===== src/hw/rtl/rcq_pkg.sv =====
// Shared constants, opcodes and status types of the resizing circular queue.
package rcq_pkg;

   localparam int INITIAL_CAPACITY = 5;
   localparam int MAX_DOUBLINGS    = 6;
   localparam int DATA_WIDTH       = 32;

   localparam int MAX_CAPACITY = INITIAL_CAPACITY << MAX_DOUBLINGS;
   localparam int ADDR_W       = $clog2(MAX_CAPACITY);
   localparam int CNT_W        = $clog2(MAX_CAPACITY + 1);
   localparam int SUM_W        = ADDR_W + 1;

   localparam int VALUE_W = 32;
   localparam int OCC_W   = 9;

   localparam logic OP_ENQ = 1'b0;
   localparam logic OP_DEQ = 1'b1;

   typedef logic [DATA_WIDTH-1:0] word_type;

   typedef struct packed {
      logic             deq_ok;
      logic             underflow;
      logic             overflow;
      logic [OCC_W-1:0] occupancy;
      logic [OCC_W-1:0] capacity_now;
      logic             is_empty;
      logic             is_full;
   } stat_type;

endpackage


===== src/hw/rtl/rcq_ctrl.sv =====
// Queue pointer, count and capacity control with storage access generation.
module rcq_ctrl (
   input  logic                      clock,
   input  logic                      reset,
   input  logic                      accept,
   input  logic                      op,
   input  logic signed [31:0]        value,
   output logic                      wr_en,
   output logic [rcq_pkg::ADDR_W-1:0] wr_addr,
   output rcq_pkg::word_type         wr_data,
   output logic                      rd_en,
   output logic [rcq_pkg::ADDR_W-1:0] rd_addr,
   output rcq_pkg::stat_type         stat
);

   localparam logic [rcq_pkg::CNT_W-1:0] CAP_INIT =
      rcq_pkg::CNT_W'(rcq_pkg::INITIAL_CAPACITY);
   localparam logic [rcq_pkg::CNT_W-1:0] CAP_MAX =
      rcq_pkg::CNT_W'(rcq_pkg::MAX_CAPACITY);

   logic [rcq_pkg::ADDR_W-1:0] head_ff, head_in;
   logic [rcq_pkg::CNT_W-1:0]  count_ff, count_in;
   logic [rcq_pkg::CNT_W-1:0]  cap_ff, cap_in;
   logic                       full, at_max;

   function automatic logic [rcq_pkg::ADDR_W-1:0] ring_add(
      input logic [rcq_pkg::ADDR_W-1:0] base,
      input logic [rcq_pkg::CNT_W-1:0]  off
   );
      logic [rcq_pkg::SUM_W-1:0] s;
      s = rcq_pkg::SUM_W'(base) + rcq_pkg::SUM_W'(off);
      if (s >= rcq_pkg::SUM_W'(rcq_pkg::MAX_CAPACITY)) begin
         s = s - rcq_pkg::SUM_W'(rcq_pkg::MAX_CAPACITY);
      end
      return s[rcq_pkg::ADDR_W-1:0];
   endfunction

   assign full   = count_ff >= cap_ff;
   assign at_max = cap_ff >= CAP_MAX;

   always_comb begin
      head_in        = head_ff;
      count_in       = count_ff;
      cap_in         = cap_ff;
      wr_en          = 1'b0;
      rd_en          = 1'b0;
      wr_addr        = ring_add(head_ff, count_ff);
      rd_addr        = head_ff;
      wr_data        = rcq_pkg::DATA_WIDTH'($unsigned(value));
      stat.deq_ok    = 1'b0;
      stat.underflow = 1'b0;
      stat.overflow  = 1'b0;
      case (op)
         rcq_pkg::OP_ENQ: begin
            if (full && at_max) begin
               stat.overflow = 1'b1;
            end else begin
               if (full) begin
                  cap_in = cap_ff << 1;
               end
               wr_en    = accept;
               count_in = count_ff + 1'b1;
            end
         end
         rcq_pkg::OP_DEQ: begin
            if (count_ff == '0) begin
               stat.underflow = 1'b1;
            end else begin
               rd_en       = accept;
               stat.deq_ok = 1'b1;
               count_in    = count_ff - 1'b1;
               head_in     = ring_add(head_ff, rcq_pkg::CNT_W'(1));
               if (count_in == '0) begin
                  head_in = '0;
               end else if (cap_ff > CAP_INIT && count_in == (cap_ff >> 1)) begin
                  cap_in = cap_ff >> 1;
               end
            end
         end
         default: begin
            stat.underflow = 1'b0;
         end
      endcase
      stat.occupancy    = rcq_pkg::OCC_W'(count_in);
      stat.capacity_now = rcq_pkg::OCC_W'(cap_in);
      stat.is_empty     = count_in == '0;
      stat.is_full      = count_in == cap_in;
   end

   always_ff @(posedge clock) begin
      if (reset) begin
         head_ff  <= '0;
         count_ff <= '0;
         cap_ff   <= CAP_INIT;
      end else if (accept) begin
         head_ff  <= head_in;
         count_ff <= count_in;
         cap_ff   <= cap_in;
      end
   end

   a_count_in_cap: assert property (@(posedge clock) disable iff (reset)
      count_ff <= cap_ff) else $error("count exceeds capacity");

   a_cap_bounds: assert property (@(posedge clock) disable iff (reset)
      cap_ff >= CAP_INIT && cap_ff <= CAP_MAX) else $error("capacity out of range");

   a_one_flag: assert property (@(posedge clock) disable iff (reset)
      accept |-> $countones({stat.deq_ok, stat.underflow, stat.overflow}) <= 1)
      else $error("conflicting status flags");

   a_empty_rewind: assert property (@(posedge clock) disable iff (reset)
      accept && op == rcq_pkg::OP_DEQ && count_ff == rcq_pkg::CNT_W'(1)
      |=> head_ff == '0 && count_ff == '0) else $error("head not rewound on empty");

   a_drop_holds: assert property (@(posedge clock) disable iff (reset)
      accept && stat.overflow |=> $stable(count_ff) && $stable(cap_ff))
      else $error("dropped word changed state");

endmodule


===== config.mk =====
export PLATFORM = sky130hd
export DESIGN_NAME = rcq_ctrl
export DESIGN_NICKNAME = d
export VERILOG_FILES = /design/src/hw/rtl/rcq_pkg.sv /design/src/hw/rtl/rcq_ctrl.sv
export SDC_FILE = /design/constraint.sdc
export NUM_CORES = 1
export LEC_CHECK = 0
export BUFFER_PORTS_ARGS = -buffer_cell sky130_fd_sc_hd__clkbuf_2
export CORE_UTILIZATION = 55
export CTS_BUF_LIST = sky130_fd_sc_hd__clkbuf_16
export CTS_CLUSTER_SIZE = 12
export DETAILED_ROUTE_END_ITERATION = 10
export PLACE_DENSITY_LB_ADDON = 0.1
export SKIP_LAST_GASP = 1
export SYNTH_ARGS = -nofsm -noshare
export SYNTH_HDL_FRONTEND = slang
export SYNTH_SLANG_ARGS = --single-unit
export TNS_END_PERCENT = 20

===== constraint.sdc =====
create_clock -name clock -period 11.7 [get_ports clock]
set_input_delay 2.34 -clock clock [delete_from_list [all_inputs] [get_ports clock]]
set_output_delay 2.34 -clock clock [all_outputs]
set_load 0.1 [all_outputs]

==> metrics.md <==
| Metric | Value |
|---|---|
| Clock H-tree levels | 1 |
| Antenna cells | 0 |
| Chip width | 77.8 µm |
| Status | finished, final reports clean |
| Layout Nets | 470 |
| Number of synthesis warnings | 0 |
| Largest net degree at the start of global routing | 28 |
| EDFF count, synth | 0 |
| Die Height | 77.8 µm |
| Largest delay contributor family on the critical path | simple AND/OR/NAND/NOR gates |
| Number of antenna violations at the first check in global routing | 0 |
| Biggest area consumer among synthesized cells | dfxtp_1 |
| IO buf count | 46 |
| Setup Viol. Count Final | 0 |
| Post-DP Area | 3140 µm² |
| Min Clock Period, post-route | 7.28 ns |
| Clock transition at path regs | 0.07 ns |
| Die area | 6050 µm² |
| CP Max Fanout | 11 |
| CTS sink count | 27 |
| Post-synth top area share | 17.1% |
| Clock Skews | 0.00224 ns |
| Clock root cell | clkbuf_16 |
| Detailed router's first-iteration violation count | 328 |
| Ports | 111 |
| Worst path cell trace | clkbuf_2 > nand4_1 > or4_1 > o21ai_1 > o221a_2 > xor2_1 > nor4_1 > and4_1 > clkbuf_2 |
| Flop pwr share | 17.0% |
| Highest Clock Rate | 137 MHz |
| FP Rows | 27 |
| # Max-Cap Violations | 0 |
| Gr ovfl total | 0 |
| Kind of critical path | in2out |
| Area delta synth->final | 1.94% |
| Internal | 0.284 mW |
| Most frequent CP cell | clkbuf_2 |
| Mapped cell area | 3160 µm² |
| Net Sw Frac | 64.2% |
| Fill cell count | 556 |
| Postcts setup bufs | 0 |
| Post-Layout Inst Area | 3220 µm² |
| Max-slew violation total from the final report | 0 |
| Seq. cell area | 541 µm² |
| HP Class | reg2reg |
| Total CTS buffers | 3 |
| Share of cells above drive strength 1 | 16.0% |
| Yosys cell types | 61 |
| CP max stage cell | or4_1 |
| Comb pwr share | 72.5% |
| Hpwl dp | 6150 µm |
| Vias | 2919 |
| TritonCTS clock tree | yes |
| Final hold vios | 0 |
| Area of the multi-input gates | 2170 µm² |
| GRT Total Usage | 27.1% |
| Async SR Flop Fraction | 0% |
| Via/cell ratio | 6.12 |
| Sequential area share after synthesis | 17.1% |
| RSZ-0062 raised after global routing | false |
| CTS Buffer Depth | 2 |
| Post-route ant nets | 0 |
| DRT Pass-1 Iters | 5 |
| Worst EP required | 9.36 ns |
| Syn Inst Count | 409 |
| Worst vdd ir | 0.285 mV |
| Mean post-synth cell area | 7.72 µm² |
| Worst EP arrival | 4.94 ns |
| Leak | 1.51 nW |
| CP startpoint kind | input port |
| First-pass GRT wire length | 13200 µm |
| Worst skew pair latency | 0.27 ns |
| RePlAce Congestion | 0.911 |
| Total wire length | 8050 µm |
| Setup tns final | 0 ns |
| Per-cell routed wire length | 16.9 µm |
| Least-Margin Pin Slew | 0.733 ns |
| Hold Buf Count CTS | 0 |
| Core area | 5510 µm² |
| Relative slew slack | 51.1% |
| DRC viols | 0 |
| CP Capture Type | output port |
| Leading register cell type out of synthesis | dfxtp_1 |
| #FFs+latches synth | 27 |
| CP peak stage delay | 0.50 ns |
| Pwr dens | 247 nW/µm² |
| Final period utilization | 62.2% |
| Initial Utilization | 57.4% |
| Hold Slack | 0.558 ns |
| Mapped Nets | 473 |
| PostCTS Resize Cnt | 0 |
| Vias in the first global route | 2556 |
| Clock network fraction of total power | 10.5% |
| Largest cells by area after synthesis | dfxtp_1 (17%), ha_1 (11%), buf_4 (7.6%) |
| CP bufs+invs | 2 |
| P_sw | 0.510 mW |
## power groups by stage
stage	Combinational [mW]	Sequential (mW)	Clock, mW
floorplan	0.553	0.119	0
global placement	0.573	0.136	0
detailed placement	0.572	0.136	0
CTS	0.573	0.134	0.0850
global route	0.608	0.138	0.0885
finish	0.576	0.135	0.0832
## per-layer routing
layer / GRT usage (%) / routed length [µm] / vias up / part of all wire, %
met5: 0 / 0 / - / 0
met4: 8.87 / 159 / 0 / 2.0
met3: 3.76 / 675 / 30 / 8.4
met2: 38.8 / 3360 / 133 / 42
met1: 41.0 / 3860 / 1331 / 48
li1: - / - / 1425 / -
## state kept, by name (all words and copies together), names as in the netlist
register,cells
cap_ff,9
count_ff,9
rd_addr,9
## cell usage after synthesis (all sizes together), types with 7 or more instances
cell,count
nand3,9
xnor2,20
o21ai,13
clkbuf,15
a21oi,27
mux2i,18
and3,7
nor2,44
ha,27
nor3,8
inv,27
xor2,17
nor4,11
buf,39
nand2,19
dfxtp,27
## final cells by class
class / instances / area share, %
clock inverters: 1 / 0.272
clock buffers: 3 / 2.33
well taps: 72 / 2.80
multi-input cells: 301 / 67.5
inverters: 27 / 3.15
flip-flops and latches: 27 / 16.8
repair buffers: 46 / 7.15
## worst min-delay path, cell delays in order, from the launching register on
cell and delay, ns:
dfxtp_1 0.36, nor2_1 0.10, a211oi_1 0.05
## cells in the final DEF, fill, tap and decap left out, types with 6 or more instances in the layout
cell      Yosys  layout
xnor2_1      20      20
nand3_1       9       9
and3_1        7       7
o21ai_0      11      11
nor2_1       44      44
inv_1        27      27
nor4_1       11      11
a21oi_1      27      27
nor3_1        7       7
dfxtp_1      27      27
ha_1         27      27
clkbuf_2      1      46
o22ai_1       6       6
mux2i_1      17      17
nand2_1      19      19
xor2_1       17      17
a211oi_1      6       6
## kinds of logic after synthesis
logic type	share of synthesized area, %
adders and majority gates	11.3
and+or+nand+nor	18.6
DFF	17.1
buffers and inverters	14.1
xor gates and xnor gates	11.0
muxes	6.54
AOI/OAI and AO/OA	21.4
## worst paths after layout
kind                     to  cells past startpoint  slack, ns   startpoint
hold reg to reg   cap_ff[8]                      2       0.56    cap_ff[8]
setup reg to reg  cap_ff[5]                     11       8.10  count_ff[0]
setup / recovery    stat[0]                      9       4.42           op
hold / removal    cap_ff[8]                      2       0.56    cap_ff[8]
## through the flow
| step | power (mW) | instances | setup slack [ns] | util [%] |
|---|---|---|---|---|
| 2_1_floorplan | 0.672 | 409 | 0.454 | - |
| 3_3_place_gp | 0.709 | 473 | 4.48 | 56.9 |
| 3_5_place_dp | 0.708 | 473 | 4.47 | 56.9 |
| 4_1_cts | 0.793 | 477 | 4.46 | 58.5 |
| 5_1_grt | 0.835 | 477 | 4.20 | 58.5 |
| 6_report | 0.794 | 477 | 4.42 | 58.5 |
No activity file was read; power rests on OpenSTA's default activity.
